## src/rtl/core/assert_macros.svh

```systemverilog
// Assertion macros shared by the gradient unit RTL.
// Expects clk and rst_n to be visible where a macro is used.
`ifndef ASSERT_MACROS_SVH
`define ASSERT_MACROS_SVH

// Check a combinational condition at every clock edge outside reset.
`define FCCG_ASSERT_ALWAYS(lbl, cond) \
  lbl: assert property (@(posedge clk) disable iff (!rst_n) (cond)) \
    else $error("gradient unit assertion failed");

// Check that a condition implies another one at the same clock edge.
`define FCCG_ASSERT_IMPLY(lbl, ante, cons) \
  lbl: assert property (@(posedge clk) disable iff (!rst_n) (ante) |-> (cons)) \
    else $error("gradient unit assertion failed");

`endif

```

## src/rtl/core/fccg_pkg.sv

```systemverilog
// Shared types, constants and helper functions of the four corner gradient unit.
// No dependencies; every module of the block imports this package.
package fccg_pkg;

  localparam int MAX_DIM_DEF = 1024;
  localparam int COORD_W     = 10;
  localparam int SPAN_W      = 10;
  localparam int ORIGIN_W    = 12;
  localparam int SCREEN_W    = 13;
  localparam int COLOR_W     = 24;
  localparam int CHAN_W      = 8;
  localparam int NUM_CHAN    = 3;
  localparam int WGT_W       = 8;
  localparam int PROD_W      = 16;
  localparam int NUM_W       = 18;
  localparam int DIV_STAGES  = 4;
  localparam int CFG_IDX_W   = 3;

  localparam logic [WGT_W-1:0] FULL = 8'd255;

  typedef enum logic [CFG_IDX_W-1:0] {
    REG_CORNER_TL,
    REG_CORNER_TR,
    REG_CORNER_BL,
    REG_CORNER_BR,
    REG_SPAN_X,
    REG_SPAN_Y,
    REG_ORIGIN_X,
    REG_ORIGIN_Y
  } cfg_reg_t;

  typedef struct packed {
    logic [COORD_W-1:0] local_x;
    logic [COORD_W-1:0] local_y;
  } in_item_t;

  typedef struct packed {
    logic [SCREEN_W-1:0] screen_x;
    logic [SCREEN_W-1:0] screen_y;
    logic [COLOR_W-1:0]  pixel_color;
  } out_item_t;

  // Partial state of the axis weight dividers
  typedef struct packed {
    logic [NUM_W-1:0]    rem_x;
    logic [NUM_W-1:0]    rem_y;
    logic [WGT_W-1:0]    q_x;
    logic [WGT_W-1:0]    q_y;
    logic [SCREEN_W-1:0] scr_x;
    logic [SCREEN_W-1:0] scr_y;
  } div_item_t;

  typedef struct packed {
    logic [WGT_W-1:0]    w_tl;
    logic [WGT_W-1:0]    w_tr;
    logic [WGT_W-1:0]    w_bl;
    logic [WGT_W-1:0]    w_br;
    logic [SCREEN_W-1:0] scr_x;
    logic [SCREEN_W-1:0] scr_y;
  } weight_item_t;

  typedef struct packed {
    logic [COLOR_W-1:0] tl;
    logic [COLOR_W-1:0] tr;
    logic [COLOR_W-1:0] bl;
    logic [COLOR_W-1:0] br;
  } corners_t;

  // Exact x / 255 for x up to 255*255
  function automatic logic [WGT_W-1:0] div255(input logic [PROD_W-1:0] x);
    logic [PROD_W:0] t;
    t = {1'b0, x} + {9'd0, x[PROD_W-1:8]} + 17'd1;
    return t[PROD_W-1:8];
  endfunction

endpackage

```

## src/rtl/core/fccg_div_step.sv

```systemverilog
// One pipeline stage of the axis weight dividers: two restoring quotient bits per axis.
// Depends on fccg_pkg.
module fccg_div_step #(
  parameter int STAGE = 0
) (
  input  logic                         clk,
  input  logic                         rst_n,
  input  logic                         en,
  input  logic                         in_v,
  input  fccg_pkg::div_item_t          in_item,
  input  logic [fccg_pkg::SPAN_W-1:0]  den_x,
  input  logic [fccg_pkg::SPAN_W-1:0]  den_y,
  output logic                         out_v,
  output fccg_pkg::div_item_t          out_item
);
  import fccg_pkg::*;

  logic      v_r;
  div_item_t item_r;
  div_item_t item_nxt;

  // Trial subtract of the shifted divisor, high quotient bit first
  always_comb begin
    logic [NUM_W-1:0] dx;
    logic [NUM_W-1:0] dy;
    logic [2:0]       sh;
    item_nxt = in_item;
    for (int b = 0; b < 2; b++) begin
      sh = 3'(7 - 2 * STAGE - b);
      dx = NUM_W'(den_x) << sh;
      dy = NUM_W'(den_y) << sh;
      if (item_nxt.rem_x >= dx) begin
        item_nxt.rem_x   = item_nxt.rem_x - dx;
        item_nxt.q_x[sh] = 1'b1;
      end
      if (item_nxt.rem_y >= dy) begin
        item_nxt.rem_y   = item_nxt.rem_y - dy;
        item_nxt.q_y[sh] = 1'b1;
      end
    end
  end

  // Advance valid and payload together
  always_ff @(posedge clk) begin
    if (!rst_n) begin
      v_r <= 1'b0;
    end else if (en) begin
      v_r <= in_v;
    end
  end

  always_ff @(posedge clk) begin
    if (en) begin
      item_r <= item_nxt;
    end
  end

  assign out_v    = v_r;
  assign out_item = item_r;

endmodule

```

## src/rtl/core/fccg_weight.sv

```systemverilog
// Corner weight stages: complement products, then division by 255 and the remainder weight.
// Depends on fccg_pkg.
module fccg_weight (
  input  logic                   clk,
  input  logic                   rst_n,
  input  logic                   en,
  input  logic                   in_v,
  input  fccg_pkg::div_item_t    in_item,
  input  logic                   zero_x,
  input  logic                   zero_y,
  output logic                   out_v,
  output fccg_pkg::weight_item_t out_item
);
  import fccg_pkg::*;

  logic                v1_r;
  logic [PROD_W-1:0]   p_tl_r, p_tr_r, p_bl_r;
  logic [SCREEN_W-1:0] scr_x_r, scr_y_r;
  logic [WGT_W-1:0]    wx, wy, ix, iy;
  logic                v2_r;
  weight_item_t        item_r;
  weight_item_t        item_nxt;
  logic [WGT_W+1:0]    wsum;

  // Zero span forces the axis weight to zero
  always_comb begin
    wx = zero_x ? '0 : in_item.q_x;
    wy = zero_y ? '0 : in_item.q_y;
    ix = wx ^ FULL;
    iy = wy ^ FULL;
  end

  // Stage A: register the three weight products
  always_ff @(posedge clk) begin
    if (!rst_n) begin
      v1_r <= 1'b0;
    end else if (en) begin
      v1_r <= in_v;
    end
  end

  always_ff @(posedge clk) begin
    if (en) begin
      p_tl_r  <= ix * iy;
      p_tr_r  <= wx * iy;
      p_bl_r  <= ix * wy;
      scr_x_r <= in_item.scr_x;
      scr_y_r <= in_item.scr_y;
    end
  end

  // Stage B: scale to 255 and give the rest to the bottom right corner
  always_comb begin
    item_nxt.w_tl  = div255(p_tl_r);
    item_nxt.w_tr  = div255(p_tr_r);
    item_nxt.w_bl  = div255(p_bl_r);
    wsum           = 10'(item_nxt.w_tl) + 10'(item_nxt.w_tr) + 10'(item_nxt.w_bl);
    item_nxt.w_br  = FULL - wsum[WGT_W-1:0];
    item_nxt.scr_x = scr_x_r;
    item_nxt.scr_y = scr_y_r;
  end

  always_ff @(posedge clk) begin
    if (!rst_n) begin
      v2_r <= 1'b0;
    end else if (en) begin
      v2_r <= v1_r;
    end
  end

  always_ff @(posedge clk) begin
    if (en) begin
      item_r <= item_nxt;
    end
  end

  assign out_v    = v2_r;
  assign out_item = item_r;

endmodule

```

## src/rtl/core/fccg_blend.sv

```systemverilog
// Color blend stages: weighted channel sums, then division by 255 into the output register.
// Depends on fccg_pkg.
module fccg_blend (
  input  logic                   clk,
  input  logic                   rst_n,
  input  logic                   en,
  input  logic                   in_v,
  input  fccg_pkg::weight_item_t in_item,
  input  fccg_pkg::corners_t     corners,
  output logic                   out_v,
  output fccg_pkg::out_item_t    out_item
);
  import fccg_pkg::*;

  logic                v1_r;
  logic [PROD_W-1:0]   sum_r [NUM_CHAN];
  logic [PROD_W-1:0]   sum_nxt [NUM_CHAN];
  logic [SCREEN_W-1:0] scr_x_r, scr_y_r;
  logic                v2_r;
  out_item_t           item_r;
  out_item_t           item_nxt;

  // Weighted sum per channel; weights add up to 255 so the sum fits 16 bits
  always_comb begin
    for (int ch = 0; ch < NUM_CHAN; ch++) begin
      sum_nxt[ch] = PROD_W'(corners.tl[ch*CHAN_W +: CHAN_W]) * PROD_W'(in_item.w_tl)
                  + PROD_W'(corners.tr[ch*CHAN_W +: CHAN_W]) * PROD_W'(in_item.w_tr)
                  + PROD_W'(corners.bl[ch*CHAN_W +: CHAN_W]) * PROD_W'(in_item.w_bl)
                  + PROD_W'(corners.br[ch*CHAN_W +: CHAN_W]) * PROD_W'(in_item.w_br);
    end
  end

  always_ff @(posedge clk) begin
    if (!rst_n) begin
      v1_r <= 1'b0;
    end else if (en) begin
      v1_r <= in_v;
    end
  end

  always_ff @(posedge clk) begin
    if (en) begin
      sum_r   <= sum_nxt;
      scr_x_r <= in_item.scr_x;
      scr_y_r <= in_item.scr_y;
    end
  end

  // Scale each channel back to 8 bits
  always_comb begin
    item_nxt.screen_x = scr_x_r;
    item_nxt.screen_y = scr_y_r;
    for (int ch = 0; ch < NUM_CHAN; ch++) begin
      item_nxt.pixel_color[ch*CHAN_W +: CHAN_W] = div255(sum_r[ch]);
    end
  end

  // Output register: holds the transaction while the receiver stalls
  always_ff @(posedge clk) begin
    if (!rst_n) begin
      v2_r <= 1'b0;
    end else if (en) begin
      v2_r <= v1_r;
    end
  end

  always_ff @(posedge clk) begin
    if (en) begin
      item_r <= item_nxt;
    end
  end

  assign out_v    = v2_r;
  assign out_item = item_r;

endmodule

```

## src/rtl/core/four_corner_color_gradient_unit.sv

```systemverilog
// Four corner color gradient unit: per pixel a screen position and a bilinear RGB888 blend.
// Top level; depends on fccg_pkg, fccg_div_step, fccg_weight, fccg_blend, assert_macros.svh.
//
// Usage:
//   Input channel in_valid/in_ready/in_data carries one pixel's local column and row.
//   Output channel out_valid/out_ready/out_data returns screen_x, screen_y and pixel_color,
//   exactly one result transaction per input transaction, in order.
//   Configuration: cfg_we with cfg_index and cfg_wdata writes one register at a clock edge;
//   write only while no pixel is in flight.
// Pipeline: 9 register stages (1 saturate stage, 4 divider stages at two quotient bits
//   each, 2 corner weight stages, 2 blend stages), passed in that order; the last blend
//   stage is the output register that drives out_valid and out_data.
// Throughput: one pixel per clock unless the output stalls; every stage carries a valid bit
//   and the pipeline holds bubbles as well as items.
// Stall: when out_valid is high and out_ready low, the whole pipeline holds and
//   in_ready drops; nothing is lost or repeated. Items keep entering while the output
//   register is empty or being taken.
// Reset: rst_n is synchronous and active low; it empties the pipeline and clears all
//   configuration registers to zero. No clearing pass is needed.
module four_corner_color_gradient_unit #(
  parameter int MAX_DIM = fccg_pkg::MAX_DIM_DEF
) (
  input  logic                            clk,
  input  logic                            rst_n,
  input  logic                            in_valid,
  output logic                            in_ready,
  input  fccg_pkg::in_item_t              in_data,
  output logic                            out_valid,
  input  logic                            out_ready,
  output fccg_pkg::out_item_t             out_data,
  input  logic                            cfg_we,
  input  logic [fccg_pkg::CFG_IDX_W-1:0]  cfg_index,
  input  logic [fccg_pkg::COLOR_W-1:0]    cfg_wdata
);
  import fccg_pkg::*;

  `include "assert_macros.svh"

  localparam logic [SCREEN_W-1:0] SPAN_LIM = SCREEN_W'(MAX_DIM - 1);

  corners_t              corners_r;
  logic [SPAN_W-1:0]     span_x_r, span_y_r;
  logic [ORIGIN_W-1:0]   origin_x_r, origin_y_r;

  logic                  en;
  logic [SCREEN_W-1:0]   sx_wide, sy_wide;
  logic [SPAN_W-1:0]     sx, sy;
  logic [COORD_W-1:0]    lx, ly;
  div_item_t             s1_nxt;
  logic                  dv [DIV_STAGES+1];
  div_item_t             ditem [DIV_STAGES+1];
  logic                  wv;
  weight_item_t          witem;

  // Configuration registers
  always_ff @(posedge clk) begin
    if (!rst_n) begin
      corners_r  <= '0;
      span_x_r   <= '0;
      span_y_r   <= '0;
      origin_x_r <= '0;
      origin_y_r <= '0;
    end else if (cfg_we) begin
      case (cfg_reg_t'(cfg_index))
        REG_CORNER_TL: corners_r.tl <= cfg_wdata;
        REG_CORNER_TR: corners_r.tr <= cfg_wdata;
        REG_CORNER_BL: corners_r.bl <= cfg_wdata;
        REG_CORNER_BR: corners_r.br <= cfg_wdata;
        REG_SPAN_X:    span_x_r     <= cfg_wdata[SPAN_W-1:0];
        REG_SPAN_Y:    span_y_r     <= cfg_wdata[SPAN_W-1:0];
        REG_ORIGIN_X:  origin_x_r   <= cfg_wdata[ORIGIN_W-1:0];
        REG_ORIGIN_Y:  origin_y_r   <= cfg_wdata[ORIGIN_W-1:0];
        default: ;
      endcase
    end
  end

  // Global advance: move whenever the output register is free or being taken
  assign en       = !out_valid || out_ready;
  assign in_ready = en;

  // Stage 1: clamp spans, saturate coordinates, form numerators and screen position
  always_comb begin
    sx_wide = (SCREEN_W'(span_x_r) > SPAN_LIM) ? SPAN_LIM : SCREEN_W'(span_x_r);
    sy_wide = (SCREEN_W'(span_y_r) > SPAN_LIM) ? SPAN_LIM : SCREEN_W'(span_y_r);
    sx      = sx_wide[SPAN_W-1:0];
    sy      = sy_wide[SPAN_W-1:0];
    lx      = (in_data.local_x > sx) ? sx : in_data.local_x;
    ly      = (in_data.local_y > sy) ? sy : in_data.local_y;
    s1_nxt.rem_x = (NUM_W'(lx) << 8) - NUM_W'(lx);
    s1_nxt.rem_y = (NUM_W'(ly) << 8) - NUM_W'(ly);
    s1_nxt.q_x   = '0;
    s1_nxt.q_y   = '0;
    s1_nxt.scr_x = SCREEN_W'(origin_x_r) + SCREEN_W'(lx);
    s1_nxt.scr_y = SCREEN_W'(origin_y_r) + SCREEN_W'(ly);
  end

  always_ff @(posedge clk) begin
    if (!rst_n) begin
      dv[0] <= 1'b0;
    end else if (en) begin
      dv[0] <= in_valid;
    end
  end

  always_ff @(posedge clk) begin
    if (en) begin
      ditem[0] <= s1_nxt;
    end
  end

  // Axis weight dividers: x*255/span, two quotient bits per stage
  for (genvar g = 0; g < DIV_STAGES; g++) begin : g_div
    fccg_div_step #(
      .STAGE (g)
    ) u_div_step (
      .clk      (clk),
      .rst_n    (rst_n),
      .en       (en),
      .in_v     (dv[g]),
      .in_item  (ditem[g]),
      .den_x    (sx),
      .den_y    (sy),
      .out_v    (dv[g+1]),
      .out_item (ditem[g+1])
    );
  end

  fccg_weight u_weight (
    .clk      (clk),
    .rst_n    (rst_n),
    .en       (en),
    .in_v     (dv[DIV_STAGES]),
    .in_item  (ditem[DIV_STAGES]),
    .zero_x   (sx == '0),
    .zero_y   (sy == '0),
    .out_v    (wv),
    .out_item (witem)
  );

  fccg_blend u_blend (
    .clk      (clk),
    .rst_n    (rst_n),
    .en       (en),
    .in_v     (wv),
    .in_item  (witem),
    .corners  (corners_r),
    .out_v    (out_valid),
    .out_item (out_data)
  );

  // A result never lies left of or above the rectangle's origin
  `FCCG_ASSERT_IMPLY(a_scr_x_origin, out_valid, out_data.screen_x >= SCREEN_W'(origin_x_r))
  `FCCG_ASSERT_IMPLY(a_scr_y_origin, out_valid, out_data.screen_y >= SCREEN_W'(origin_y_r))
  // The pipeline only stops while a finished result waits on the receiver
  `FCCG_ASSERT_IMPLY(a_stall_cause, !in_ready, out_valid && !out_ready)

endmodule

```

## config.mk

```make
export PLATFORM = sky130hd
export DESIGN_NAME = four_corner_color_gradient_unit
export DESIGN_NICKNAME = d
export VERILOG_FILES = /design/src/rtl/core/fccg_pkg.sv /design/src/rtl/core/fccg_div_step.sv /design/src/rtl/core/fccg_weight.sv /design/src/rtl/core/fccg_blend.sv /design/src/rtl/core/four_corner_color_gradient_unit.sv
export VERILOG_INCLUDE_DIRS = /design/src /design/src/rtl/core
export SDC_FILE = /design/constraint.sdc
export NUM_CORES = 2
export LEC_CHECK = 0
export BUFFER_PORTS_ARGS = -buffer_cell sky130_fd_sc_hd__buf_2
export CORE_MARGIN = 3
export CORE_UTILIZATION = 60
export CTS_BUF_LIST = sky130_fd_sc_hd__clkbuf_4 sky130_fd_sc_hd__clkbuf_8
export DETAILED_ROUTE_END_ITERATION = 8
export PLACE_DENSITY = 0.76
export SETUP_SLACK_MARGIN = 0.15
export SLEW_MARGIN = 0
export SYNTH_ARGS = -nofsm -noshare
export SYNTH_HDL_FRONTEND = slang
export SYNTH_SLANG_ARGS = --single-unit
```

## constraint.sdc

```tcl
create_clock -name clk -period 26.1 [get_ports clk]
set_input_delay 0 -clock clk [delete_from_list [all_inputs] [get_ports clk]]
set_output_delay 0 -clock clk [all_outputs]
set_load 0.02 [all_outputs]
```

**Word level (Yosys, flattened, before mapping)**

Index checks and enable logic that the tools add are counted.

- Flip-flop bits (word level): 719
- Output and inout bits: 52
- Logic and storage cells: 191

- $add $sub $neg: 42
- Multipliers: 15
- Magnitude comparators: 18
- Equality and inequality tests: 7
- Multiplexer cells: 18
- Bitwise logic cells: 2
- Reductions and logical operators: 13

Operators by type and width:

| cell | count |
|---|---|
| 18-bit 2-to-1 mux | 14 |
| 8-bit by 8-bit multiplier with 16-bit output | 15 |
| 16-bit adder | 9 |
| 16-bit by 1-bit adder with 16-bit output (second input constant) | 6 |
| 16-bit by 8-bit adder with 16-bit output | 6 |
| 18-bit by 10-bit greater-or-equal comparator with 1-bit output | 2 |
| 18-bit by 11-bit greater-or-equal comparator with 1-bit output | 2 |
| 18-bit by 12-bit greater-or-equal comparator with 1-bit output | 2 |
| 18-bit by 13-bit greater-or-equal comparator with 1-bit output | 2 |
| 18-bit by 14-bit greater-or-equal comparator with 1-bit output | 2 |
| 18-bit by 15-bit greater-or-equal comparator with 1-bit output | 2 |
| 18-bit by 16-bit greater-or-equal comparator with 1-bit output | 2 |
| 18-bit by 17-bit greater-or-equal comparator with 1-bit output | 2 |
| 18-bit by 10-bit subtractor with 18-bit output | 2 |
| 18-bit by 11-bit subtractor with 18-bit output | 2 |
| 18-bit by 12-bit subtractor with 18-bit output | 2 |
| 18-bit by 13-bit subtractor with 18-bit output | 2 |
| 18-bit by 14-bit subtractor with 18-bit output | 2 |
| 18-bit by 15-bit subtractor with 18-bit output | 2 |
| 18-bit by 16-bit subtractor with 18-bit output | 2 |
| 18-bit by 17-bit subtractor with 18-bit output | 2 |
| 12-bit by 10-bit adder with 13-bit output | 2 |
| 10-bit greater-than comparator | 2 |
| 10-bit zero test | 2 |
| other kinds (12) | 27 |

**Longest topological paths before layout**

- Depth in word-level cells: 5
- Mapped depth: 28

**By module**

A second synthesis with hierarchy kept.

- Cell total of the unflattened synthesis: 7,259
- Area, all modules: 73,484.2 µm²

By module, submodules not included:

| module | times used | cells each | area an instance (µm²) | seq. area each (µm²) |
|---|---|---|---|---|
| fccg_blend | 1 | 3,158 | 31,066.0 | 3,763.6 |
| fccg_weight | 1 | 1,046 | 11,292.1 | 4,003.8 |
| four_corner_color_gradient_unit | 1 | 1,143 | 10,174.8 | 4,684.5 |
| fccg_div_step (g_div[3].u_div_step) | 1 | 519 | 5,457.7 | 2,362.3 |
| fccg_div_step (g_div[2].u_div_step) | 1 | 493 | 5,352.6 | 2,362.3 |
| fccg_div_step (g_div[1].u_div_step) | 1 | 482 | 5,218.8 | 2,362.3 |
| fccg_div_step (g_div[0].u_div_step) | 1 | 418 | 4,922.2 | 2,362.3 |

**Worst setup path after synthesis**

No wires, ideal clock.

- Path kind: flip-flop to flip-flop
- From: register u_blend.v2_r, in the netlist u_blend.out_v
- To: register ditem[312] in the netlist's numbering, enable pin
- Setup time: 4,573 ps
- Arrival time: 11,411 ps
- Setup slack: 10,115 ps
- Stages on the path, launching flop included: 4
- Buffers on the path: 1
- Clock period less this slack: 15,985 ps
- Path through: dfxtp_1 -> nor2b_1 -> clkbuf_1 -> clkinv_1

- Cells in the longest elaborated chain, start to end: 2

Ends and longest elaborated chain:

| item | RTL line | source |
|---|---|---|
| from (decl) | fccg_blend.sv:19 | `logic v2_r;` |
| from (signal assigned) | fccg_blend.sv:63 | `v2_r <= v1_r;` |
| 1-bit zero test | four_corner_color_gradient_unit.sv:79 | `assign en = !out_valid \|\| out_ready;` |
| 1-bit logical OR | four_corner_color_gradient_unit.sv:79 |  |
| via in_ready | four_corner_color_gradient_unit.sv:26 | `output logic in_ready,` |
| to (decl) | four_corner_color_gradient_unit.sv:51 | `div_item_t ditem [DIV_STAGES+1];` |

The timed path passes the listed nets, and every way through them passes these cells.
A chain may end at the register's enable or synchronous reset.

==> results_dict.tcl <==
set metrics [dict create \
    fin_nets 8582 \
    ys_seq_area_share_pct 29.2 \
    pin_count 104 \
    path_clk_slew_ns 0.07 \
    dr_total_vias 48700 \
    htree_levels 3 \
    maxCapViolCount 0 \
    hpwl_um 127000 \
    worst_pin_slew_ns 1.19 \
    grt_pass1_vias 50600 \
    hp-class "in -> reg" \
    io_buffers 103 \
    antenna_found_initial 8 \
    timing.hold.ws_ns 0.0957 \
    wl_per_cell_um 19.3 \
    clock_skew_ns 0.0668 \
    synth_cell_types 90 \
    arrival_ns 8.12 \
    fmax_mhz 132 \
    syn_area_mm2 0.0690 \
    die_h_um 345 \
    layout_commonest_cell "inv_1" \
    slew_violations 0 \
    fin_cells 8636 \
    grt.overflow.total 0 \
    vias_per_cell 5.64 \
    cts_made_buffers 119 \
    clk_latency_ns 0.83 \
    final_cell_mix "inv_1, nand2_1, fa_1" \
    gp_congestion 0.938 \
    synth_edf_count 570 \
    setup.worst_path.end_class "register" \
    finalCriticalPeriod_ns 7.59 \
    cellPowerDensity_mw_per_mm2 102 \
    setup.worst_path.start "u_weight.out_item[54]" \
    die_w_um 345 \
    cts_setup_buffers 0 \
    num_rows 123 \
    cp_max_fo 24 \
    synth_warnings 0 \
    outcome "finished clean" \
    ys.flop_type "edfxtp_1" \
    r2r_slack_ns 18.51 \
    yosysTopAreaCell "edfxtp_1" \
    leakagePower_nw 34.7 \
    syn_to_final_growth_pct 7.85 \
    cts_buffer_depth 3 \
    grt_max_degree 133 \
    ys_seq_elements 719 \
    synthTopCellsByArea "edfxtp_1, fa_1, ha_1" \
    critPathKind "reg -> reg" \
    syn_avg_cell_area_um2 10.0 \
    ant_nets 0 \
    grtUsageTotal_pct 28.7 \
    hold_viol_final 0 \
    synth_nets 8439 \
    grt_pass1_wl_um 268000 \
    drt_iter0_drc 3222 \
    die_area_mm2 0.119 \
    drc_errors 0 \
    setup_viol 0 \
    clock_sinks 719 \
    synthArstFlopShare_pct 0 \
    critPathLaunchType "register" \
    start_util_pct 60.9 \
    vdd_drop_max_mv 0.230 \
    final_area_mm2 0.0744 \
    finalCritPeriodShare_pct 29.1 \
    cts_tree "yes" \
    drtPass1Iterations 6 \
    yosysTopAreaCellShare_pct 24.8 \
    hp-start "cfg_wdata[15]" \
    clk_root_buffer_cell "clkbuf_8" \
    dpl_cell_area_mm2 0.0709 \
    rsz0062_at_grt "false" \
    core_mm2 0.113 \
    tns_ns 0 \
    cp.required_ns 26.63 \
    relSlewSlack_pct 20.4 \
    drive_gt1_share_pct 6.34 \
    netlist_instances 6888 \
    dp_cells 8327 \
    r2r_start "u_weight.out_item[54]" \
    totalWireLength_um 166000 \
]
-- routing by layer --
metal  global-route usage, %  part of all wire, %  up-vias
met3                    4.87                  6.9      398
met4                    11.8                  4.4        6
met2                    48.5                   48     1649
li1                        -                    -    22600
met1                    36.8                   40    24100
met5                       0                0.025        -
-- path summary, 6_finish.rpt --
path,to,depth (start not counted)
setup / recovery,u_blend.sum_r[30],26
hold / removal,corners_r[87],4
setup reg to reg,u_blend.sum_r[30],26
hold reg to reg,g_div[1].u_div_step.out_item[5],0
-- cells by family (layout without fill, tap and decap cells) --
group           Yosys count  in the layout  share of synthesized area (%)
compound gates          783            783                           7.65
xor+xnor                290            290                           3.72
fa+ha+maj              1499           1499                           35.7
buf+inv                1372           1617                           7.56
flops                   719            719                           29.2
mux                      81             81                           1.28
other cells               0              3                              0
simple gates           2144           2144                           14.9
-- power by group --
part           internal (mW)  switching (mW)
Clock                  0.606           0.488
Combinational           1.92            2.52
Sequential              1.73           0.295
Total                   4.26            3.30
-- per-stage QoR --
stage	setup slack, ns	power (mW)	util (%)
2_1_floorplan	10.12	5.28	-
5_1_grt	18.22	8.23	65.7
6_report	18.51	7.56	65.7
3_3_place_gp	18.72	6.22	62.6
4_1_cts	18.59	7.55	65.6
3_5_place_dp	18.62	6.38	62.6
-- Yosys cell counts (all sizes together) (12+ instances only) --
cell / n
inv: 1160
nand2: 883
fa: 785
ha: 714
edfxtp: 570
and2: 497
nor2: 359
xnor2: 211
clkbuf: 178
a21boi: 173
a21oi: 162
o21ai: 153
dfxtp: 149
nor3: 80
xor2: 77
nand3: 67
o21a: 61
nor2b: 59
a21o: 54
mux2: 53
nand2b: 44
nand4: 40
buf: 33
mux2i: 28
nor4: 24
o31ai: 22
o21bai: 21
or3: 19
a211oi: 17
and3: 15
o211ai: 14
a31oi: 13
or2: 13
o31a: 12
-- registers in the layout, summed over array words and instances, names as in the netlist, 4 cells and up --
register / flops
g_div.u_div_step.out_item: 252
corners_r: 96
ditem: 62
u_weight.out_item: 58
u_blend.out_item: 50
u_blend.sum_r: 48
u_weight.p_bl_r: 16
u_weight.p_tl_r: 16
u_weight.p_tr_r: 16
u_blend.scr_x_r: 13
u_blend.scr_y_r: 13
u_weight.scr_x_r: 13
u_weight.scr_y_r: 13
origin_x_r: 12
origin_y_r: 12
span_x_r: 10
span_y_r: 10
g_div.u_div_step.out_v: 4
-- worst max-delay path: stages, from the launching register on --
cell      delay [ns]
edfxtp_1        1.04
nand2_1         0.17
fa_1            0.53
inv_1           0.05
fa_1            0.47
inv_1           0.05
fa_1            0.47
inv_1           0.05
ha_1            0.26
inv_1           0.05
fa_1            0.50
inv_1           0.06
fa_1            0.52
inv_1           0.05
fa_1            0.45
fa_1            0.53
inv_1           0.05
ha_1            0.26
a21o_1          0.15
a21oi_1         0.19
nand2b_1        0.14
a21boi_0        0.11
o311a_1         0.32
o21a_1          0.19
o21a_1          0.19
o41a_1          0.33
xnor2_1         0.13
-- cell type report --
type / count / area, um^2
clock inverters: 58 / 601
multi-input cells: 4797 / 43700
fillers: 8798 / 38900
repair buffers: 233 / 1700
flip-flops and latches: 719 / 20100
inverters: 1161 / 4370
well taps: 1500 / 1880
clock buffers: 165 / 2050
diodes: 3 / 7.51
-- timing repair --
action                                  CTS  global route
gates resized for setup                   0             0
hold endpoints to repair                194             0
endpoints found under the setup margin    0             0
hold buffers                             83             0
Power figures use the tool's default switching activity.
